==> src/rtl/lsw_pkg.sv <==
// shared types, codes and constants for the lap stopwatch
// used by every module of the block but the split store, and by its checker
package lsw_pkg;

    localparam int LAP_STORE_DEPTH_DEF = 256;

    localparam int S_TDATA_W = 16;
    localparam int S_TUSER_W = 3;
    localparam int M_TDATA_W = 216;

    localparam logic [15:0] LAP_NUM_MAX = 16'hFFFF;

    localparam logic [2:0] REQ_TICK   = 3'd0;
    localparam logic [2:0] REQ_START  = 3'd1;
    localparam logic [2:0] REQ_STOP   = 3'd2;
    localparam logic [2:0] REQ_TOGGLE = 3'd3;
    localparam logic [2:0] REQ_RESET  = 3'd4;
    localparam logic [2:0] REQ_LAP    = 3'd5;

    localparam logic [1:0] RUN_EMPTY   = 2'd0;
    localparam logic [1:0] RUN_PAUSED  = 2'd1;
    localparam logic [1:0] RUN_RUNNING = 2'd2;

    typedef enum logic [1:0] {
        RCL_NONE,
        RCL_CUR,
        RCL_FIRST,
        RCL_MID
    } recall_kind_t;

    typedef struct packed {
        logic         running;
        logic [31:0]  elapsed;
        logic [31:0]  lap_start;
        logic [15:0]  lap_num;
        logic [31:0]  last_len;
        recall_kind_t kind;
    } sw_state_t;

endpackage

==> src/rtl/lsw_tracker.sv <==
// input register, stopwatch state update and split store addressing
// depends on lsw_pkg for request codes and the state struct
module lsw_tracker #(
    parameter int LAP_STORE_DEPTH = 256,
    localparam int IDX_W = $clog2(LAP_STORE_DEPTH)
) (
    input  logic                aclk,
    input  logic                aresetn,
    input  logic                in_valid,
    output logic                in_ready,
    input  logic [2:0]          req_type,
    input  logic [15:0]         recall_lap,
    input  logic                out_ready,
    output logic                st_valid,
    output lsw_pkg::sw_state_t  st,
    output logic                wr_en,
    output logic [IDX_W-1:0]    wr_addr,
    output logic [31:0]         wr_data,
    output logic                rd_en,
    output logic [IDX_W-1:0]    rd_addr_lo,
    output logic [IDX_W-1:0]    rd_addr_hi
);

    localparam logic [IDX_W-1:0] LAST_SLOT = IDX_W'(LAP_STORE_DEPTH - 1);
    localparam logic [IDX_W:0]   DEPTH_X   = (IDX_W+1)'(LAP_STORE_DEPTH);

    logic                  in_valid_reg;
    logic [2:0]            req_reg;
    logic [15:0]           recall_reg;
    logic                  st_valid_reg;
    logic                  running_reg, running_next;
    logic [31:0]           elapsed_reg, elapsed_next;
    logic [31:0]           lap_start_reg, lap_start_next;
    logic [15:0]           lap_num_reg, lap_num_next;
    logic [31:0]           last_len_reg, last_len_next;
    logic [IDX_W-1:0]      cur_slot_reg, cur_slot_next;
    lsw_pkg::recall_kind_t kind_reg, kind_next;

    logic             adv_in, adv_st, st_ready;
    logic             lap_wr;
    logic [31:0]      lap_len;
    logic [15:0]      lap_gap;
    logic [IDX_W:0]   hi_sum, hi_wrap;
    logic [IDX_W-1:0] hi_slot;

    assign adv_st   = st_valid_reg && out_ready;
    assign st_ready = !st_valid_reg || adv_st;
    assign adv_in   = in_valid_reg && st_ready;
    assign in_ready = !in_valid_reg || adv_in;

    assign lap_len = elapsed_reg - lap_start_reg;

    always_comb begin
        running_next   = running_reg;
        elapsed_next   = elapsed_reg;
        lap_start_next = lap_start_reg;
        lap_num_next   = lap_num_reg;
        last_len_next  = last_len_reg;
        cur_slot_next  = cur_slot_reg;
        lap_wr         = 1'b0;
        case (req_reg)
            lsw_pkg::REQ_TICK: begin
                if (running_reg) begin
                    elapsed_next = elapsed_reg + 32'd1;
                end
            end
            lsw_pkg::REQ_START: begin
                running_next = 1'b1;
            end
            lsw_pkg::REQ_STOP: begin
                running_next = 1'b0;
            end
            lsw_pkg::REQ_TOGGLE: begin
                running_next = !running_reg;
            end
            lsw_pkg::REQ_RESET: begin
                elapsed_next   = '0;
                lap_start_next = '0;
                lap_num_next   = 16'd1;
                last_len_next  = '0;
                cur_slot_next  = LAST_SLOT;
            end
            lsw_pkg::REQ_LAP: begin
                if (lap_len != '0) begin
                    last_len_next  = lap_len;
                    lap_start_next = elapsed_reg;
                    lap_wr         = 1'b1;
                    if (lap_num_reg != lsw_pkg::LAP_NUM_MAX) begin
                        lap_num_next  = lap_num_reg + 16'd1;
                        cur_slot_next = (cur_slot_reg == LAST_SLOT) ? '0
                                                                    : cur_slot_reg + 1'b1;
                    end
                end
            end
            default: begin
            end
        endcase
    end

    // laps behind the current one, less one: the ring distance of lap n+1
    assign lap_gap = lap_num_next - recall_reg - 16'd1;

    always_comb begin
        if (recall_reg == '0 || recall_reg > lap_num_next) begin
            kind_next = lsw_pkg::RCL_NONE;
        end else if (recall_reg == lap_num_next) begin
            kind_next = lsw_pkg::RCL_CUR;
        end else if (recall_reg == 16'd1) begin
            kind_next = ({1'b0, lap_gap} < 17'(LAP_STORE_DEPTH)) ? lsw_pkg::RCL_FIRST
                                                                 : lsw_pkg::RCL_NONE;
        end else begin
            kind_next = ({1'b0, lap_gap} < 17'(LAP_STORE_DEPTH - 1)) ? lsw_pkg::RCL_MID
                                                                     : lsw_pkg::RCL_NONE;
        end
    end

    assign hi_sum  = {1'b0, cur_slot_next} + DEPTH_X - {1'b0, lap_gap[IDX_W-1:0]};
    assign hi_wrap = (hi_sum >= DEPTH_X) ? hi_sum - DEPTH_X : hi_sum;
    assign hi_slot = (kind_next == lsw_pkg::RCL_FIRST || kind_next == lsw_pkg::RCL_MID)
                   ? hi_wrap[IDX_W-1:0] : '0;

    assign rd_en      = adv_in;
    assign rd_addr_hi = hi_slot;
    assign rd_addr_lo = (hi_slot == '0) ? LAST_SLOT : hi_slot - 1'b1;
    assign wr_en      = adv_in && lap_wr;
    assign wr_addr    = cur_slot_next;
    assign wr_data    = elapsed_reg;

    always_ff @(posedge aclk) begin
        if (!aresetn) begin
            in_valid_reg  <= 1'b0;
            st_valid_reg  <= 1'b0;
            running_reg   <= 1'b0;
            elapsed_reg   <= '0;
            lap_start_reg <= '0;
            lap_num_reg   <= 16'd1;
            last_len_reg  <= '0;
            cur_slot_reg  <= LAST_SLOT;
        end else begin
            if (in_ready) begin
                in_valid_reg <= in_valid;
            end
            if (st_ready) begin
                st_valid_reg <= adv_in;
            end
            if (adv_in) begin
                running_reg   <= running_next;
                elapsed_reg   <= elapsed_next;
                lap_start_reg <= lap_start_next;
                lap_num_reg   <= lap_num_next;
                last_len_reg  <= last_len_next;
                cur_slot_reg  <= cur_slot_next;
            end
        end
    end

    always_ff @(posedge aclk) begin
        if (in_ready && in_valid) begin
            req_reg    <= req_type;
            recall_reg <= recall_lap;
        end
        if (adv_in) begin
            kind_reg <= kind_next;
        end
    end

    assign st_valid     = st_valid_reg;
    assign st.running   = running_reg;
    assign st.elapsed   = elapsed_reg;
    assign st.lap_start = lap_start_reg;
    assign st.lap_num   = lap_num_reg;
    assign st.last_len  = last_len_reg;
    assign st.kind      = kind_reg;

endmodule

==> config.mk <==
export PLATFORM = sky130hd
export DESIGN_NAME = lsw_tracker
export DESIGN_NICKNAME = d
export VERILOG_FILES = /design/src/rtl/lsw_pkg.sv /design/src/rtl/lsw_tracker.sv
export SDC_FILE = /design/constraint.sdc
export NUM_CORES = 1
export LEC_CHECK = 0
export BUFFER_PORTS_ARGS = -buffer_cell sky130_fd_sc_hd__buf_2
export CORE_ASPECT_RATIO = 1.75
export CORE_MARGIN = 3
export CORE_UTILIZATION = 45
export DETAILED_ROUTE_END_ITERATION = 12
export GPL_TIMING_DRIVEN = 0
export PLACE_DENSITY = 0.67
export SYNTH_ARGS = -nofsm -noshare
export SYNTH_HDL_FRONTEND = slang
export SYNTH_SLANG_ARGS = --single-unit
export TNS_END_PERCENT = 30
==> constraint.sdc <==
create_clock -name aclk -period 10 [get_ports aclk]
set_input_delay 2 -clock aclk [delete_from_list [all_inputs] [get_ports aclk]]
set_output_delay 2 -clock aclk [all_outputs]
set_load 0.1 [all_outputs]
# ---- Word-level counts from Yosys, hierarchy flattened
# Cells that the tools add are included.
dict set report totals {
  ff_bits 144
  input_bits 23
  out_inout_bits 175
}
dict set report op_classes {
  add_sub_neg 10
  n_lt_le_gt_ge 4
  eq_ne 13
  n_mux 24
  reduce_logical 21
}
# op n
set op_table {}
lappend op_table {{$pmux 32 s2} 3}
lappend op_table {{$mux 32} 3}
lappend op_table {{$mux 8} 6}
lappend op_table {{$add 32x1->32 const B} 1}
lappend op_table {{$mux 16} 2}
lappend op_table {{$pmux 16 s2} 1}
lappend op_table {{$reduce_bool 32->1} 1}
lappend op_table {{$sub 32x32->32} 1}
lappend op_table {{$add 16x1->16 const B} 1}
lappend op_table {{$eq 16x1->1 const B} 1}
lappend op_table {{$eq 16x16->1} 1}
lappend op_table {{$gt 16x16->1} 1}
lappend op_table {{$logic_not 16->1} 1}
lappend op_table {{$lt 16x8->1 const B} 1}
lappend op_table {{$lt 16x9->1 const B} 1}
lappend op_table {{$ne 16x16->1 const B} 1}
lappend op_table {{$pmux 8 s2} 1}
lappend op_table {{$sub 16x1->16 const B} 1}
lappend op_table {{$sub 16x16->16} 1}
lappend op_table {{$sub 8x1->8 const B} 2}
lappend op_table {{$mux 2} 5}
lappend op_table {{$add 8x9->9 const B} 1}
lappend op_table {{$ge 9x9->1 const B} 1}
lappend op_table {{$sub 9x8->9} 1}
lappend op_table {{18 further kinds} 33}

# ---- Longest topological paths before layout
dict set report depth {
  depth_word 16
  mapped_depth 37
}

# ---- Least setup slack after synthesis
# OpenSTA, ideal clock, no wires.
dict set report synth_timing {
  path_kind {register to output}
  start {register elapsed_reg[0] (netlist: wr_data[0])}
  end {output rd_addr_lo[2]}
  arrival_time_ns 9.962
  required_time_ns 8.000
  path_slack_ns -1.962
  path_stages_with_launch 31
  n_path_buf 3
  path_cell_list {dfxtp_1 -> inv_1 -> ha_1 -> fa_1 -> and2b_2 -> o2111ai_4 -> a211oi_1 -> o21a_1 -> o211ai_1 -> or3_1 -> nor4_1 -> and4_1 -> buf_4 -> nor3_4 -> buf_6 -> buf_4 -> a22oi_1 -> inv_1 -> ha_1 -> a21o_1 -> a21oi_1 -> nor2b_1 -> o21a_1 -> o41a_1 -> a311o_1 -> mux2i_1 -> nor4_1 -> o2111ai_1 -> nor2_1 -> o22ai_1 -> a21oi_1}
}
dict set report synth_via {
  elab_chain_len 16
  elab_cells_between_ends 30
}
# item line
set synth_rtl {}
lappend synth_rtl {{start: declaration} lsw_tracker.sv:32} ;# logic [31:0] elapsed_reg, elapsed_next;
lappend synth_rtl {{start signal: assignment} lsw_tracker.sv:148} ;# elapsed_reg <= elapsed_next;
lappend synth_rtl {{$sub 32x32->32 (*)} lsw_tracker.sv:51} ;# assign lap_len = elapsed_reg - lap_start_reg;
lappend synth_rtl {{$reduce_bool 32->1 (*)} lsw_tracker.sv:84} ;# if (lap_len != '0) begin
lappend synth_rtl {{$mux 16 (*)} lsw_tracker.sv:84}
lappend synth_rtl {{$pmux 16 s2 (*)} lsw_tracker.sv:61} ;# case (req_reg)
lappend synth_rtl {{via lap_num_next[1]} lsw_tracker.sv:34} ;# logic [15:0] lap_num_reg, lap_num_next;
lappend synth_rtl {{$sub 16x16->16} lsw_tracker.sv:101} ;# assign lap_gap = lap_num_next - recall_reg - 16'd1;
lappend synth_rtl {{$sub 16x1->16} lsw_tracker.sv:101}
lappend synth_rtl {{$lt 16x8->1 / $lt 16x9->1 (equally long branches)} {lsw_tracker.sv:112, lsw_tracker.sv:109}}
lappend synth_rtl {{(+2 left out)} --}
lappend synth_rtl {{$mux 2} lsw_tracker.sv:106} ;# end else if (recall_reg == lap_num_next) begin
lappend synth_rtl {{$mux 2} lsw_tracker.sv:104} ;# if (recall_reg == '0 || recall_reg > lap_num_next) begin
lappend synth_rtl {{$eq 2x2->1} lsw_tracker.sv:119} ;# assign hi_slot = (kind_next == lsw_pkg::RCL_FIRST || kind_next == lsw_pkg::RCL_MID)
lappend synth_rtl {{$logic_or 1x1->1} lsw_tracker.sv:119}
lappend synth_rtl {{$mux 8 (*)} lsw_tracker.sv:120} ;# ? hi_wrap[IDX_W-1:0] : '0;
lappend synth_rtl {{via rd_addr_hi[2]} lsw_tracker.sv:21} ;# output logic [IDX_W-1:0] rd_addr_hi
lappend synth_rtl {{$sub 8x1->8 / $logic_not 8->1 (equally long branches)} lsw_tracker.sv:124} ;# assign rd_addr_lo = (hi_slot == '0) ? LAST_SLOT : hi_slot - 1'b1;
lappend synth_rtl {{$mux 8 (*)} lsw_tracker.sv:124}
lappend synth_rtl {{end: declaration} lsw_tracker.sv:20} ;# output logic [IDX_W-1:0] rd_addr_lo,
# The timed path passes the listed nets; every way through them passes the cells marked *.

# ---- Worst setup path in the final report
dict set report layout_timing {
  start {register elapsed_reg[0] (netlist: wr_data[0])}
  end {output rd_addr_lo[6]}
}
dict set report layout_via {
  elab_chain_len 16
  elab_cells_between_ends 30
}
# item line
set layout_rtl {}
lappend layout_rtl {{$sub 32x32->32 (*)} lsw_tracker.sv:51}
lappend layout_rtl {{$reduce_bool 32->1 (*)} lsw_tracker.sv:84}
lappend layout_rtl {{$mux 16 (*)} lsw_tracker.sv:84}
lappend layout_rtl {{$pmux 16 s2 (*)} lsw_tracker.sv:61}
lappend layout_rtl {{via lap_num_next[1]} lsw_tracker.sv:34}
lappend layout_rtl {{$sub 16x16->16} lsw_tracker.sv:101}
lappend layout_rtl {{$sub 16x1->16} lsw_tracker.sv:101}
lappend layout_rtl {{$lt 16x8->1 / $lt 16x9->1 (equally long branches)} {lsw_tracker.sv:112, lsw_tracker.sv:109}}
lappend layout_rtl {{$mux 2 (on tied branches)} {lsw_tracker.sv:112, lsw_tracker.sv:109}}
lappend layout_rtl {{$mux 2} lsw_tracker.sv:108} ;# end else if (recall_reg == 16'd1) begin
lappend layout_rtl {{$mux 2} lsw_tracker.sv:106}
lappend layout_rtl {{$mux 2} lsw_tracker.sv:104}
lappend layout_rtl {{$eq 2x2->1} lsw_tracker.sv:119}
lappend layout_rtl {{$logic_or 1x1->1} lsw_tracker.sv:119}
lappend layout_rtl {{$mux 8 (*)} lsw_tracker.sv:120}
lappend layout_rtl {{$sub 8x1->8 / $logic_not 8->1 (equally long branches)} lsw_tracker.sv:124}
lappend layout_rtl {{$mux 8 (*)} lsw_tracker.sv:124}
# Marks and branches as above.

==> results by group <==
Yosys
  • Synth top area share: 0.240
  • Syn Nets: 1356
  • Flops & latches, synth: 144
  • Synth Instances: 1257
  • Number of synthesized flops with an enable pin: 21
  • Number of synthesis warnings: 0
  • Sequential area share after synthesis: 0.302
  • Syn Area/Cell: 8.15 um2
  • Cell variety after synth: ~80
  • Synth area leaders: dfxtp_1 24%, ha_1 8.9%, edfxtp_1 6.2%, nand2_1 4.1%, a22o_1 3.8%
  • Synth async-reset ratio: 0
  • Prevailing post-synth register cell: dfxtp_1
  • Cell area after synthesis: ~10000 um2
  • Area leader, netlist: dfxtp_1

Placement
  • Hpwl dp: 27400 um
  • IO Port Bufs: 197
  • GPL Wtd Cong: 0.977

Clock tree
  • Post-CTS Hold Fix Bufs: 0
  • H-tree depth: 4
  • Clock tree root driver cell: clkbuf_16
  • Max clock buf depth: 2
  • Clk_lat worst skew: 430 ps
  • Cts bufs inserted: 17
  • Clock-pin slew of the registers on the worst-case setup and hold paths: 60 ps
  • Total clock sinks: around 140
  • TritonCTS clock tree: built

Worst setup path
  • CP max-delay cell: or4_4
  • CP dominant cell by count: ha_4
  • CP Data Required Time: 8000 ps
  • CP Launch Point: wr_data[0]
  • Worst reg2reg path endpoint: kind_reg[0]
  • CP top delay family: compound AO/OA/AOI/OAI gates
  • CP Capture Type: output port
  • Largest stage delay on the critical path: 540 ps
  • Reg2Reg Depth: 30
  • Worst Path Arrival: 7790 ps
  • Critical path class: reg2out
  • FF-to-FF setup slack: 3380 ps
  • Crit start category: register
  • CP Max Fanout: 6
  • Critical path buffers and inverters: 7
  • Reg2reg start: wr_data[0]

Timing
  • Final setup violation count: 0
  • Slew Viols, Final: 0
  • Max_slew headroom: 0.337
  • F_max: 102 MHz
  • RSZ-0062 raised after global routing: true
  • Tcrit/Tclk final: 0.979
  • Worst-Margin Slew: 991 ps
  • Worst Skew: 10.2 ps
  • Tmin final: 9790 ps
  • Fin Setup TNS: 0 ps
  • Final Hold Fails: 0

GRT
  • GRT overflow: 0
  • Vias in the first global route: 10100
  • Initial antenna violation count: 0
  • Pin count of the biggest net entering global routing: 20
  • Total track usage: 0.276
  • First-pass GRT wire length: roughly 53000 um

Run status
  • Status: finished, final reports clean

Die
  • Placement Rows: 72
  • Number of I/O pins: 198
  • Die Wd: 120 um
  • Die height: 206 um
  • Initial core utilization: 0.461
  • Core area: around 22000 um2
  • Die Footprint: 24700 um2

Cells and area
  • Commonest non-fill, non-tap cell in the layout: buf_2
  • Share of cells above drive strength 1: 0.327
  • Most frequent cells in the layout: 202 x buf_2, 107 x nand2_1, 101 x nor2_1, 85 x buf_4, 81 x inv_1
  • Area Overhead vs Synth: 30.1%
  • Antenna cell count: 0
  • Core Util, Final: 0.599
  • FILL cells: 2076
  • # nets final: 1625

Job
  • Total of max-cap violations: 0

Power and ir drop
  • Leakage power: 6.21 nW
  • Final Power: 1.35 mW
  • Max VDD drop: around 92 uV
  • Pwr/cell area: 101 nW/um2

Route
  • Via density per instance: 5.73
  • Initial drt markers: 538
  • Pre-Repair DR Iteration Count: 7
  • Antenna Violating Nets Remaining: 0
  • Remaining DRCs: 0
  • Post-DR wirelength/cell: 19.1 um
  • Final wirelength: 35100 um
  • Via count: roughly 11000

Worst hold path
  • Worst hold path class: reg2reg
  • Worst hold start: last_len_reg[31]
  • WHS Endpoint: last_len_reg[31]
  • Hold Path Depth: 2
## how the worst max path moves through the flow
stage | to | depth (start not counted)
final | rd_addr_lo[6] | 34
after global routing | rd_addr_lo[6] | 36
after CTS | rd_addr_lo[4] | 32
after detailed placement | rd_addr_lo[6] | 37
after global placement | rd_addr_lo[6] | 37
after floorplan | rd_addr_lo[4] | 33
## report_power, final
part | internal (mW) | switching, mW
Sequential | 0.593 | 0.00589
Combinational | 0.0474 | 0.0905
Clock | 0.363 | 0.250
Total | 1.00 | 0.346
## Yosys cell counts, drive strengths merged, types with 8 or more instances
cell type  number
and3           19
buf            59
nand2b         12
a21boi          8
a21oi          74
edfxtp         21
a22o           44
nor3           29
nand2         112
nand3          51
o21a           17
ha             73
a211oi         11
clkbuf         31
xor2           38
nor2b          10
o21bai         11
and4           13
or3            15
dfxtp         123
nand4          30
xnor2          24
o21ai          71
a31oi          19
o211ai         14
a21o           26
inv            85
o31ai           9
nor4           14
nor2          102
## cell families (layout without fill, tap and decap cells)
group | count (synthesis) | after routing | synth area share
compound gates | 357 | 357 | 0.243
simple gates | 434 | 434 | 0.211
flops | 144 | 144 | 0.302
buf+inv | 175 | 457 | 0.0869
fa+ha+maj | 76 | 76 | 0.0950
mux | 9 | 9 | 0.00903
xor+xnor | 62 | 62 | 0.0537
## what timing repair did
item | CTS | global route
endpoints found under the setup margin | 16 | 16
pin swaps | 18 | 42
setup buffers | 29 | 24
resized for setup | 50 | 104
gates cloned | 0 | 1
## layer usage
metal  global-route usage  wire length, um  vias up
met4                0.175             2200        0
met1                0.270            12200     4973
met3               0.0399             1320      124
met2                0.533            19400      324
li1                     -                -     5085
met5                    0                0        -
## area by class of cell
type / count / area (um2) / area share
multi-input combinational: 938 / 6850 / 0.514
sequential: 144 / 3170 / 0.237
timing repair buffer: 251 / 1480 / 0.111
buffer: 89 / 592 / 0.0444
clock buffer: 20 / 437 / 0.0327
tap: 296 / 370 / 0.0278
inverter: 85 / 324 / 0.0243
clock inverter: 12 / 119 / 0.00891
## tightest hold or removal path, delay by kind of cell (launching register included)
family             cells  cell delay, ps
AOI/OAI and AO/OA      1              50
and+or+nand+nor        1              50
DFF                    1             300
## per-stage QoR
stage / setup WS (ps) / instance area, um2 / cells / hold WS, ps
floorplan: 17.5 / 10400 / 1257 / 467
CTS: 1.95 / 12700 / 1811 / 451
finish: 208 / 13300 / 1835 / 448
global route: -184 / 13300 / 1835 / 475
global placement: -1110 / 11700 / 1750 / 436
detailed placement: -1130 / 11700 / 1750 / 439
Note: power is estimated with default switching activity, not from simulation.
