$ cat src/rtl/lsw_pkg.sv
// shared types, codes and constants for the lap stopwatch
// used by every module of the block but the split store, and by its checker
package lsw_pkg;

    localparam int LAP_STORE_DEPTH_DEF = 256;

    localparam int S_TDATA_W = 16;
    localparam int S_TUSER_W = 3;
    localparam int M_TDATA_W = 216;

    localparam logic [15:0] LAP_NUM_MAX = 16'hFFFF;

    localparam logic [2:0] REQ_TICK   = 3'd0;
    localparam logic [2:0] REQ_START  = 3'd1;
    localparam logic [2:0] REQ_STOP   = 3'd2;
    localparam logic [2:0] REQ_TOGGLE = 3'd3;
    localparam logic [2:0] REQ_RESET  = 3'd4;
    localparam logic [2:0] REQ_LAP    = 3'd5;

    localparam logic [1:0] RUN_EMPTY   = 2'd0;
    localparam logic [1:0] RUN_PAUSED  = 2'd1;
    localparam logic [1:0] RUN_RUNNING = 2'd2;

    typedef enum logic [1:0] {
        RCL_NONE,
        RCL_CUR,
        RCL_FIRST,
        RCL_MID
    } recall_kind_t;

    typedef struct packed {
        logic         running;
        logic [31:0]  elapsed;
        logic [31:0]  lap_start;
        logic [15:0]  lap_num;
        logic [31:0]  last_len;
        recall_kind_t kind;
    } sw_state_t;

endpackage

$ cat src/rtl/lsw_result.sv
// result register: run state, lap times and the recalled lap
// depends on lsw_pkg for the state struct and run state codes
module lsw_result (
    input  logic               aclk,
    input  logic               aresetn,
    input  logic               st_valid,
    output logic               st_ready,
    input  lsw_pkg::sw_state_t st,
    input  logic [31:0]        rd_data_lo,
    input  logic [31:0]        rd_data_hi,
    output logic               m_valid,
    input  logic               m_ready,
    output logic [1:0]         run_state,
    output logic [31:0]        total_ms,
    output logic [15:0]        lap_count,
    output logic [31:0]        lap_ms,
    output logic [31:0]        prev_lap_ms,
    output logic [31:0]        lap_split_ms,
    output logic [31:0]        recalled_lap_ms,
    output logic [31:0]        recalled_split_ms
);

    logic        m_valid_reg;
    logic [1:0]  run_state_reg;
    logic [31:0] total_reg, lap_ms_reg, prev_reg, split_reg, rec_len_reg, rec_split_reg;
    logic [15:0] lap_count_reg;

    logic        adv;
    logic [1:0]  run_state_next;
    logic [31:0] lap_ms_next, rec_len_next, rec_split_next;

    assign st_ready = !m_valid_reg || m_ready;
    assign adv      = st_valid && st_ready;

    assign lap_ms_next = st.elapsed - st.lap_start;

    always_comb begin
        if (st.running) begin
            run_state_next = lsw_pkg::RUN_RUNNING;
        end else if (st.elapsed == '0) begin
            run_state_next = lsw_pkg::RUN_EMPTY;
        end else begin
            run_state_next = lsw_pkg::RUN_PAUSED;
        end
    end

    always_comb begin
        case (st.kind)
            lsw_pkg::RCL_CUR: begin
                rec_len_next   = lap_ms_next;
                rec_split_next = st.lap_start;
            end
            lsw_pkg::RCL_FIRST: begin
                rec_len_next   = rd_data_hi;
                rec_split_next = '0;
            end
            lsw_pkg::RCL_MID: begin
                rec_len_next   = rd_data_hi - rd_data_lo;
                rec_split_next = rd_data_lo;
            end
            default: begin
                rec_len_next   = '0;
                rec_split_next = '0;
            end
        endcase
    end

    always_ff @(posedge aclk) begin
        if (!aresetn) begin
            m_valid_reg <= 1'b0;
        end else if (st_ready) begin
            m_valid_reg <= st_valid;
        end
    end

    always_ff @(posedge aclk) begin
        if (adv) begin
            run_state_reg <= run_state_next;
            total_reg     <= st.elapsed;
            lap_count_reg <= st.lap_num;
            lap_ms_reg    <= lap_ms_next;
            prev_reg      <= st.last_len;
            split_reg     <= st.lap_start;
            rec_len_reg   <= rec_len_next;
            rec_split_reg <= rec_split_next;
        end
    end

    assign m_valid           = m_valid_reg;
    assign run_state         = run_state_reg;
    assign total_ms          = total_reg;
    assign lap_count         = lap_count_reg;
    assign lap_ms            = lap_ms_reg;
    assign prev_lap_ms       = prev_reg;
    assign lap_split_ms      = split_reg;
    assign recalled_lap_ms   = rec_len_reg;
    assign recalled_split_ms = rec_split_reg;

endmodule

$ cat config.mk
export PLATFORM = sky130hd
export DESIGN_NAME = lsw_result
export DESIGN_NICKNAME = d
export VERILOG_FILES = /design/src/rtl/lsw_pkg.sv /design/src/rtl/lsw_result.sv
export SDC_FILE = /design/constraint.sdc
export NUM_CORES = 1
export LEC_CHECK = 0
export BUFFER_PORTS_ARGS = -buffer_cell sky130_fd_sc_hd__buf_2
export CORE_MARGIN = 10
export CORE_UTILIZATION = 51
export CTS_CLUSTER_DIAMETER = 60
export CTS_CLUSTER_SIZE = 20
export DETAILED_ROUTE_END_ITERATION = 7
export PLACE_DENSITY_LB_ADDON = 0.08
export SKIP_CTS_REPAIR_TIMING = 1
export SYNTH_ARGS = -nofsm -noshare
export SYNTH_HDL_FRONTEND = slang
export SYNTH_SLANG_ARGS = --single-unit
$ cat constraint.sdc
create_clock -name aclk -period 6.9 [get_ports aclk]
set_input_delay 0.69 -clock aclk [delete_from_list [all_inputs] [get_ports aclk]]
set_output_delay 0.69 -clock aclk [all_outputs]
set_load 0.05 [all_outputs]
Yosys cells after proc, flatten, opt, wreduce, memory -nomap -nowiden
Cells that the tools add are included.
- input port bits: 183
- register bits: 211
- word-level logic and storage cells: 21
- output and inout bits: 212
- muxes and demuxes: 3
- $add $sub $neg: 2
- reductions and logical operators: 4
- equal/unequal tests: 3
- operators by type and width (operator ; number):
    $pmux 32 s3 ; 1
    $pmux 32 s2 ; 1
    $sub 32x32->32 ; 2
    $logic_not 32->1 ; 1
    $eq 2x2->1 const B ; 2
    $eq 2x1->1 const B ; 1
    $logic_and 1x1->1 ; 1
    $logic_not 1->1 ; 1
    $logic_or 1x1->1 ; 1
    $mux 1 ; 1

Logic depth before layout (Yosys ltp)
Gate-level depths: netlist of the first run.
- word-level depth: 3
- mapped depth: 13
- mapped depth without buffers: 13

Worst setup path before layout of the first run
OpenSTA, ideal clock, no wires.
- kind: input -> register
- start point: input port m_ready
- end point: register lap_count_reg[0] (netlist: lap_count[0]) (enable)
- required time: 6.304 ns
- setup time: 0.596 ns
- path slack: 0.309 ns
- arrival time: 5.995 ns
- stages on the path: 2
- path through: nand2b_1 -> and2_1
- cells in the longest elaborated chain, start to end: 2
- ends and longest elaborated chain (what ; line ; source):
    from (decl) ; lsw_result.sv:12 ; input logic m_ready,
    $logic_or 1x1->1 ; lsw_result.sv:32 ; assign st_ready = !m_valid_reg || m_ready;
    $logic_and 1x1->1 ; lsw_result.sv:33 ; assign adv = st_valid && st_ready;
    net adv ; lsw_result.sv:28 ; logic adv;
    to (signal assigned) ; lsw_result.sv:80 ; lap_count_reg <= st.lap_num;
    to (decl) ; lsw_result.sv:26 ; logic [15:0] lap_count_reg;
The timed path passes the listed nets, and every way through them passes these cells.
A chain may end at the register's enable or synchronous reset.

Final worst setup path of the first run
- start point: input port st[82] (netlist bit)
- end point: register rec_len_reg[24] (netlist: recalled_lap_ms[24]), data pin
- cells in the longest elaborated chain, start to end: 2
- ends and longest elaborated chain (what ; line ; source):
    from (decl) ; lsw_result.sv:8 ; input lsw_pkg::sw_state_t st,
    $sub 32x32->32 ; lsw_result.sv:35 ; assign lap_ms_next = st.elapsed - st.lap_start;
    net lap_ms_next[24] ; lsw_result.sv:30 ; logic [31:0] lap_ms_next, rec_len_next, rec_split_next;
    $pmux 32 s3 ; lsw_result.sv:48 ; case (st.kind)
    net rec_len_next[24] ; lsw_result.sv:30 ;
    to (signal assigned) ; lsw_result.sv:84 ; rec_len_reg <= rec_len_next;
    to (decl) ; lsw_result.sv:25 ; logic [31:0] total_reg, lap_ms_reg, prev_reg, split_reg, rec_len_reg, rec_split_reg;
The timed path passes the listed nets, and every way through them passes these cells.

==> impl_metrics.json, run 1 <==
{
  "p_per_area_mw_per_mm2": 256.3,
  "worst_pin_slew_ns": 0.8544,
  "setup-violations-final": 0,
  "whs_ns": 0.3590,
  "die_w_um": 168.3,
  "grt_pass1_vias": 9014,
  "wl_per_cell_um": 21.61,
  "yosys_warnings": 0,
  "drt_iter0_drc": 681,
  "ys_top_cells_by_area": "edfxtp_1 56%, ha_1 7.0%, mux2i_1 3.8%",
  "ant_nets": 0,
  "cts_buffer_depth": 3,
  "startpoint_type": "input pin",
  "status": "finished clean",
  "groute.usage.overall_pct": 23.33,
  "rows": 54,
  "grt_pass1_wl_um": 52410,
  "worstSetupEndpointType": "register",
  "ios": 395,
  "synth_nets": 1208,
  "power_mw": 3.607,
  "clk_pin_slew_ns": 0.08,
  "nets": 1601,
  "r2r-end": "lap_ms[18]$_DFFE_PP_",
  "grt_overflow_total": 0,
  "place_area_mm2": 0.01346,
  "yosysTopAreaCell": "edfxtp_1",
  "tns_ns": 0,
  "rrSetupSlack_ns": 4.81,
  "rsz0062_at_grt": "false",
  "area_delta_synth_final_pct": 25.50,
  "grt_max_degree": 127,
  "hold_start": "st[18]",
  "dp_hpwl_um": 27570,
  "path_class": "in2reg",
  "cts_tree": "yes",
  "drv_cap": 0,
  "final_util_pct": 64.68,
  "synthCells": 960,
  "vias": 9182,
  "yosysSeqAreaShare_pct": 56.42,
  "dieArea_mm2": 0.02831,
  "finalCriticalPeriod_ns": 3.359,
  "cts_root_buf": "clkbuf_16",
  "finalWirelength_um": 35660,
  "maxSlewViolCount": 0,
  "synthArstFlopShare_pct": 0,
  "fin_area_mm2": 0.01407,
  "leakagePower_nw": 6.389,
  "drt_first_pass_iters": 5,
  "critical_path_arrival_ns": 3.61,
  "initial_utilization_pct": 51.54,
  "htreeDepth": 1,
  "die_h_um": 168.3,
  "r2r-start": "m_valid$_SDFFE_PN0N_",
  "peakVddDrop_mv": 0.2454,
  "finalCritPeriodShare_pct": 48.68,
  "rr_worst_depth": 3,
  "numPortBuffers": 394,
  "via_per_inst": 5.565,
  "worst_ep_required_time_ns": 7.15,
  "nFillCells": 1827,
  "antenna_found_initial": 10,
  "synth_area_mm2": 0.01121,
  "path_max_fanout": 3,
  "fmax_ghz": 0.2977,
  "synth_top_area_share_pct": 56.24,
  "min_path_type": "in2reg",
  "slew_headroom_pct": 42.43,
  "synth_edf_count": 210,
  "cts_made_buffers": 18,
  "cts_sinks": 211,
  "ys.flop_type": "edfxtp_1",
  "clk_latency_ns": 0.50,
  "drcViolationCount": 0,
  "worstHoldPathCells": 1,
  "ys_types": 76,
  "hold_violations": 0,
  "drive_gt1_share_pct": 32.92,
  "ys_ff_latch": 211,
  "gp_congestion": 0.9037,
  "min_to": "prev_lap_ms[16]$_DFFE_PP_",
  "core_area_mm2": 0.02176,
  "syn_area_per_cell_um2": 11.68,
  "clock_skew_ns": 0.01492
}
==> layout make-up <==
class	instances	area [um2]	area share, %
Sequential cell	211	6326	44.96
Timing Repair Buffer	401	2039	14.49
Tap cell	280	350.3	2.490
Inverter	89	334.1	2.374
Multi-Input combinational cell	632	4413	31.36
Clock buffer	21	483.0	3.432
Antenna cell	6	15.01	0.1067
Clock inverter	10	110.1	0.7825
==> synthesized netlist by cell type, types with 4 or more instances <==
library cell	n
nand2_1	56
mux2i_1	43
a211oi_1	5
nor2b_1	9
nor2_1	71
and3_1	14
o31ai_1	6
a211o_1	4
inv_1	88
a21boi_0	4
nor3_1	14
o2111ai_1	4
and2_1	6
o21bai_1	5
xnor2_1	30
or3_1	10
clkbuf_1	20
a31oi_1	9
o21ai_1	4
o21a_1	11
nor4_1	8
edfxtp_1	210
ha_1	63
nand2b_1	7
a21o_1	26
xor2_1	11
nand4_1	10
o21ai_0	48
a41oi_1	4
o211ai_1	9
a21oi_1	70
a221o_1	6
nand3_1	15
==> metal layers <==
layer	up-vias	global-route usage, %	wire length [um]
li1	4386	-	-
met1	4321	28.18	14200
met2	407	39.19	17220
met3	60	7.311	3273
met4	8	6.851	921
met5	-	0	46
==> critical path: stages <==
cell and delay, ns:
buf_2 0.11, inv_1 0.05, ha_1 0.15, inv_1 0.06, fa_1 0.41, a21o_1 0.18, a21oi_1 0.33, o211ai_1 0.17
nand2_1 0.14, o22ai_1 0.21, o31ai_1 0.42, o21ai_0 0.16, xor2_1 0.18, a221o_1 0.35
==> how the worst max path moves through the flow <==
stage,from,end,slack [ns],cells past startpoint
finish,st[82],recalled_lap_ms[24]$_DFFE_PP_,3.54,14
global route,st[54],recalled_lap_ms[29]$_DFFE_PP_,3.35,12
CTS,st[82],recalled_lap_ms[24]$_DFFE_PP_,3.59,14
detailed placement,st[82],recalled_lap_ms[24]$_DFFE_PP_,3.10,14
global placement,st[82],recalled_lap_ms[24]$_DFFE_PP_,3.21,14
floorplan,m_ready,lap_count[0]$_DFFE_PP_,0.31,2
==> metrics by stage <==
step	setup WS [ns]	cells
6_report	3.541	1650
4_1_cts	3.590	1644
2_1_floorplan	0.3094	960
3_3_place_gp	3.211	1613
3_5_place_dp	3.099	1613
5_1_grt	3.352	1649
==> kinds of logic after synthesis <==
group                    share of synthesized area, %
XOR/XNOR                                        3.203
adder cells (fa/ha/maj)                         7.388
multiplexers                                    4.140
AO/OA/AOI/OAI                                   14.38
flip-flops                                      56.42
buffers and inverters                           4.263
AND/OR/NAND/NOR                                 10.20
==> where the power goes <==
group / internal (mW) / leakage (nW) / total, mW / switching (mW)
Clock: 0.528 / 0.291 / 1.04 / 0.508
Combinational: 0.285 / 4.04 / 1.01 / 0.721
Sequential: 1.54 / 2.06 / 1.56 / 0.0251
Total: 2.35 / 6.39 / 3.61 / 1.25
==> cells in the final DEF (no fill, tap or decap), types with 5 or more instances in the layout <==
cell type | synthesis | layout
buf_2 | 3 | 393
edfxtp_1 | 210 | 210
inv_1 | 88 | 88
nor2_1 | 71 | 70
a21oi_1 | 70 | 70
ha_1 | 63 | 63
nand2_1 | 56 | 56
o21ai_0 | 48 | 48
mux2i_1 | 43 | 43
xnor2_1 | 30 | 30
a21o_1 | 26 | 26
clkbuf_16 | 0 | 19
nand3_1 | 15 | 15
and3_1 | 14 | 14
nor3_1 | 14 | 14
o21a_1 | 11 | 11
xor2_1 | 11 | 11
or3_1 | 10 | 10
nand4_1 | 10 | 10
o211ai_1 | 9 | 9
nor2b_1 | 9 | 9
a31oi_1 | 9 | 9
nor4_1 | 8 | 8
nand2b_1 | 7 | 7
buf_4 | 1 | 7
diode_2 | 0 | 6
o31ai_1 | 6 | 6
a221o_1 | 6 | 6
and2_1 | 6 | 5
o21bai_1 | 5 | 5
a211oi_1 | 5 | 5
(Power assumes the default switching activity.)
==> run 2: changes to the inputs <==
--- a/config.mk
+++ b/config.mk
@@ -7,7 +7,7 @@
 export LEC_CHECK = 0
 export BUFFER_PORTS_ARGS = -buffer_cell sky130_fd_sc_hd__buf_2
 export CORE_MARGIN = 10
-export CORE_UTILIZATION = 51
+export CORE_UTILIZATION = 46
 export CTS_CLUSTER_DIAMETER = 60
 export CTS_CLUSTER_SIZE = 20
 export DETAILED_ROUTE_END_ITERATION = 7
==> constraint.sdc (replaced) <==
create_clock -name aclk -period 2.9 [get_ports aclk]
set_input_delay 0.29 -clock aclk [delete_from_list [all_inputs] [get_ports aclk]]
set_output_delay 0.29 -clock aclk [all_outputs]
set_load 0.05 [all_outputs]
==> run 2 against run 1 <==
Routed wire length increased by 8.6%. Design area increased by 13%. Utilization increased by 1.4 points. Critical path type unchanged. Register-to-register slack got worse by 3.6 ns. Clock power rose to 2.6 times the previous value. Sequential cell count did not move. Die area rose by 9.5%.
==> impl_metrics.json, run 2 (same netlist as run 1, synthesis figures left out) <==
{
  "status": "finished clean",
  "cts_tree": "yes",
  "nets": 1807,
  "groute.usage.overall_pct": 22.89,
  "r2r-end": "lap_ms[17]$_DFFE_PP_",
  "final_util_pct": 66.05,
  "setup-violations-final": 0,
  "wl_met1_um": 15700,
  "met3WireLength_um": 3236,
  "finalWirelength_um": 38750,
  "rows": 57,
  "p_per_area_mw_per_mm2": 572.1,
  "clock_skew_ns": 0.01518,
  "crit_slowest_cell": "dlygate4sd3_1",
  "path_max_fanout": 3,
  "leakagePower_nw": 7.357,
  "hold_start": "st[106]",
  "cts_buffer_depth": 3,
  "final-instance-count-excl-fill": 1897,
  "core_area_mm2": 0.02418,
  "drt_iter0_drc": 659,
  "whs_ns": 0.004128,
  "critical_path_arrival_ns": 2.96,
  "via_per_inst": 5.228,
  "multi_input_area_mm2": 0.004415,
  "crit_chain": "dlygate4sd3_1, buf_2, ha_1, nand3_1, nor2_1, buf_4, nand3_1, o22ai_1, buf_4, nor3_1, o21ai_0, mux2i_1, nand3_1",
  "r2r-start": "m_valid$_SDFFE_PN0N_",
  "ios": 395,
  "worst_ep_required_time_ns": 3.15,
  "startpoint_type": "input pin",
  "gp_congestion": 0.8953,
  "cts_root_buf": "clkbuf_16",
  "die_h_um": 176.1,
  "seqCellArea_mm2": 0.006326,
  "fin_area_mm2": 0.01597,
  "die_w_um": 176.1,
  "path_class": "in2reg",
  "tns_ns": 0,
  "rr_worst_depth": 3,
  "cts_sinks": 211,
  "numPortBuffers": 394,
  "vias": 9918,
  "min_path_type": "in2reg",
  "antenna_found_initial": 3,
  "top_layer": "met5",
  "fmax_ghz": 0.3697,
  "peakVddDrop_mv": 0.4911,
  "dpl.cell_count": 1775,
  "slowest_delay_ns": 0.54,
  "worst_pin_slew_ns": 0.9556,
  "routed-wl-met2_um": 18860,
  "finalCritPeriodShare_pct": 93.26,
  "mostFrequentLayoutCells": "393 x buf_2, 210 x edfxtp_1, 123 x buf_4",
  "grt_pass1_wl_um": 56080,
  "finalCriticalPeriod_ns": 2.705,
  "drv_cap": 0,
  "htreeDepth": 1,
  "slew_headroom_pct": 36.06,
  "hold_violations": 0,
  "place_area_mm2": 0.01443,
  "cts_made_buffers": 19,
  "clk_latency_ns": 0.51,
  "dp_hpwl_um": 29700,
  "grt_pass1_vias": 9607,
  "grt_max_degree": 46,
  "critPathBufInv": 4,
  "crit_family": "buffers and inverters",
  "worst_path_most_repeated_cell": "nand3_1",
  "drt_first_pass_iters": 5,
  "ant_nets": 0,
  "layout_commonest_cell": "buf_2",
  "drcViolationCount": 0,
  "nFillCells": 1912,
  "clk_pin_slew_ns": 0.08,
  "maxSlewViolCount": 0,
  "rsz0062_at_grt": "false",
  "rrSetupSlack_ns": 1.19,
  "dieArea_mm2": 0.03102,
  "worstSetupEndpointType": "register",
  "initial_utilization_pct": 46.37,
  "min_to": "total_ms[24]$_DFFE_PP_",
  "worstHoldPathCells": 1,
  "wl_per_cell_um": 20.42,
  "drive_gt1_share_pct": 36.35,
  "area_delta_synth_final_pct": 42.42,
  "grt_overflow_total": 0
}
## run 2: cell count changes in the layout (fill, tap and decap cells not counted), sizes merged
cell	change
buf	+118
bufinv	+2
clkbuf	-1
clkinv	-3
clkinvlp	+2
diode	-4
dlygate4sd3	+87
inv	+2
## run 2: where the power goes
group | switching, mW | internal [mW] | leakage (nW)
registers | 0.0587 | 3.66 | 2.06
logic | 1.80 | 0.922 | 4.99
clock network | 1.25 | 1.45 | 0.313
## run 2: routing by layer
| metal | global-route usage [%] | up-vias |
|---|---|---|
| li1 | - | 4780 |
| met4 | 6.429 | 2 |
| met3 | 6.066 | 63 |
| met1 | 28.29 | 4698 |
| met5 | 0 | - |
| met2 | 38.71 | 375 |
## run 2: area by class of cell
cell class              instances  area share [%]
clock buffers                  20           3.001
diodes                          2         0.03134
multi-input cells             632           27.65
flip-flops and latches        211           39.62
repair buffers                606           23.93
well taps                     324           2.539
clock inverters                13           1.136
inverters                      89           2.092
## run 2: stage by stage
stage | setup slack [ns] | total power, mW
finish | 0.1955 | 9.135
global route | 0.01084 | 9.514
CTS | 0.2603 | 9.100
detailed placement | -0.2256 | 6.396
global placement | -0.1599 | 6.371
floorplan | 0.06536 | 5.508
## run 2: worst register-to-register path: stages, from the launching register on
cell and delay [ns]:
dfxtp_1 0.32, nand2b_2 0.08, and2_4 0.56, buf_4 0.43
## run 2: worst max path at each step
stage	cells past startpoint	start	to	slack, ns
finish	13	st[99]	recalled_lap_ms[28]$_DFFE_PP_	0.20
global placement	15	st[52]	recalled_lap_ms[31]$_DFFE_PP_	-0.16
CTS	14	rd_data_hi[0]	recalled_lap_ms[28]$_DFFE_PP_	0.26
floorplan	13	st[82]	recalled_lap_ms[24]$_DFFE_PP_	0.07
global route	13	st[101]	recalled_lap_ms[29]$_DFFE_PP_	0.01
detailed placement	14	rd_data_hi[0]	recalled_lap_ms[28]$_DFFE_PP_	-0.23
==> run 3: changes to the inputs <==
--- a/config.mk
+++ b/config.mk
@@ -6,8 +6,11 @@
 export NUM_CORES = 1
 export LEC_CHECK = 0
 export BUFFER_PORTS_ARGS = -buffer_cell sky130_fd_sc_hd__buf_2
+export CAP_MARGIN = 20
+export CELL_PAD_IN_SITES_DETAIL_PLACEMENT = 1
+export CELL_PAD_IN_SITES_GLOBAL_PLACEMENT = 1
 export CORE_MARGIN = 10
-export CORE_UTILIZATION = 46
+export CORE_UTILIZATION = 35
 export CTS_CLUSTER_DIAMETER = 60
 export CTS_CLUSTER_SIZE = 20
 export DETAILED_ROUTE_END_ITERATION = 7
==> run 3 against run 2 <==
The flow now finishes with violations (negative hold slack). Utilization down 14 points. Routed wire length rose by 16%. Critical path depth decreased by 2. Worst setup slack got worse by 0.011 ns. Sequential cell count unchanged. Final cell count increased by 6.0%. Critical path type unchanged. Critical endpoint is now recalled_lap_ms[31]$_DFFE_PP_.
==> impl_metrics.json, run 3 (same netlist as run 1, synthesis figures left out) <==
{
  "status": "complete, but fails checks",
  "violations": "negative hold slack",
  "wl_per_cell_um": 22.37,
  "clock_skew_ns": 0.02250,
  "whs_ns": -0.01204,
  "leakagePower_nw": 7.592,
  "finalCritPeriodShare_pct": 93.63,
  "layout_commonest_cell": "buf_2",
  "rows": 65,
  "mostFrequentLayoutCells": "393 x buf_2, 210 x edfxtp_1, 133 x buf_4",
  "startpoint_type": "input pin",
  "final_util_pct": 52.38,
  "drcViolationCount": 0,
  "clk_latency_ns": 0.55,
  "p_sw_share_pct": 35.11,
  "grt_overflow_total": 0,
  "antenna_found_initial": 2,
  "fmax_ghz": 0.3683,
  "drt_first_pass_iters": 5,
  "setup-violations-final": 0,
  "min_path_type": "in2reg",
  "cts_made_buffers": 27,
  "grt_pass1_wl_um": 63110,
  "vias": 10108,
  "power.switching_mw": 3.538,
  "p_per_area_mw_per_mm2": 609.6,
  "area_delta_synth_final_pct": 47.43,
  "via_per_inst": 5.029,
  "nFillCells": 3514,
  "setup_slack_ns": 0.1849,
  "finalCriticalPeriod_ns": 2.715,
  "p_int_mw": 6.539,
  "multi_input_area_mm2": 0.004424,
  "path_class": "in2reg",
  "die_h_um": 199.0,
  "slew_headroom_pct": 37.19,
  "critical_path_arrival_ns": 3.02,
  "grt_pass1_vias": 10414,
  "cts_tree": "yes",
  "cts_root_buf": "clkbuf_16",
  "ant_nets": 0,
  "dp_hpwl_um": 34590,
  "drive_gt1_share_pct": 37.46,
  "seqCellArea_mm2": 0.006326,
  "tns_ns": 0,
  "groute.usage.overall_pct": 20.68,
  "pwr-share-clk_pct": 35.2,
  "drv_cap": 0,
  "peakVddDrop_mv": 0.4750,
  "seq_power_share_pct": 37.0,
  "drt_iter0_drc": 462,
  "pre_cts_ws_ns": -0.4021,
  "cts_sinks": 211,
  "dieArea_mm2": 0.03959,
  "finalWirelength_um": 44960,
  "gp_congestion": 0.8321,
  "pwr-share-comb_pct": 27.8,
  "maxSlewViolCount": 0,
  "ios": 395,
  "hold_violations": 1,
  "worst_ep_required_time_ns": 3.20,
  "clk_pin_slew_ns": 0.07,
  "worst_pin_slew_ns": 0.9335,
  "worstSetupEndpointType": "register",
  "nets": 1834,
  "core_area_mm2": 0.03156,
  "rrSetupSlack_ns": 1.15,
  "grt_max_degree": 49,
  "numPortBuffers": 394,
  "htreeDepth": 1,
  "path_max_fanout": 7,
  "cts_buffer_depth": 3,
  "die_w_um": 199.0,
  "initial_utilization_pct": 35.53
}
## run 3: critical path: stages
cell	delay (ns)
dlygate4sd3_1	0.54
buf_2	0.15
ha_1	0.38
and2_1	0.22
a211oi_1	0.19
o21ai_0	0.17
a41oi_1	0.18
a21boi_1	0.32
buf_4	0.19
xnor2_1	0.09
a211o_1	0.29
## run 3: worst paths after layout
check / from / endpoint / depth (start not counted)
setup reg to reg: m_valid$_SDFFE_PN0N_ / recalled_lap_ms[19]$_DFFE_PP_ / 3
hold / removal: st_valid / m_valid$_SDFFE_PN0N_ / 3
hold reg to reg: m_valid$_SDFFE_PN0N_ / m_valid$_SDFFE_PN0N_ / 2
setup / recovery: st[109] / recalled_lap_ms[31]$_DFFE_PP_ / 11
## run 3: routing by layer
layer  track usage, %  part of all wire, %  vias up
met2            35.34                   49      310
met4            3.334                  1.1        4
met5                0                0.049        -
met1            26.27                   42     4897
met3            5.002                  7.4       39
li1                 -                    -     4858
## run 3: through the flow
| stage | std cells | power [mW] | cell area, um2 |
|---|---|---|---|
| 5_1_grt | 2009 | 10.51 | 16530 |
| 3_3_place_gp | 1863 | 6.445 | 14600 |
| 2_1_floorplan | 960 | 5.508 | 11220 |
| 4_1_cts | 1913 | 10.07 | 15560 |
| 3_5_place_dp | 1863 | 6.488 | 14600 |
| 6_report | 2010 | 10.08 | 16530 |
## run 3: cell type report
class	instances	share of cell area [%]
antenna	1	0.01514
clock buffer	27	4.088
clock inverter	23	1.680
inverter	89	2.021
multi-input combinational	632	26.77
sequential	211	38.27
tap	402	3.043
timing repair buffer	625	24.12
## run 3: power by group through the flow
stage / logic, mW / clock network (mW) / registers [mW]
2_1_floorplan: 0.891 / 0 / 4.62
3_3_place_gp: 2.66 / 0 / 3.78
3_5_place_dp: 2.70 / 0 / 3.79
4_1_cts: 2.71 / 3.63 / 3.73
5_1_grt: 3.01 / 3.75 / 3.75
6_report: 2.80 / 3.55 / 3.73
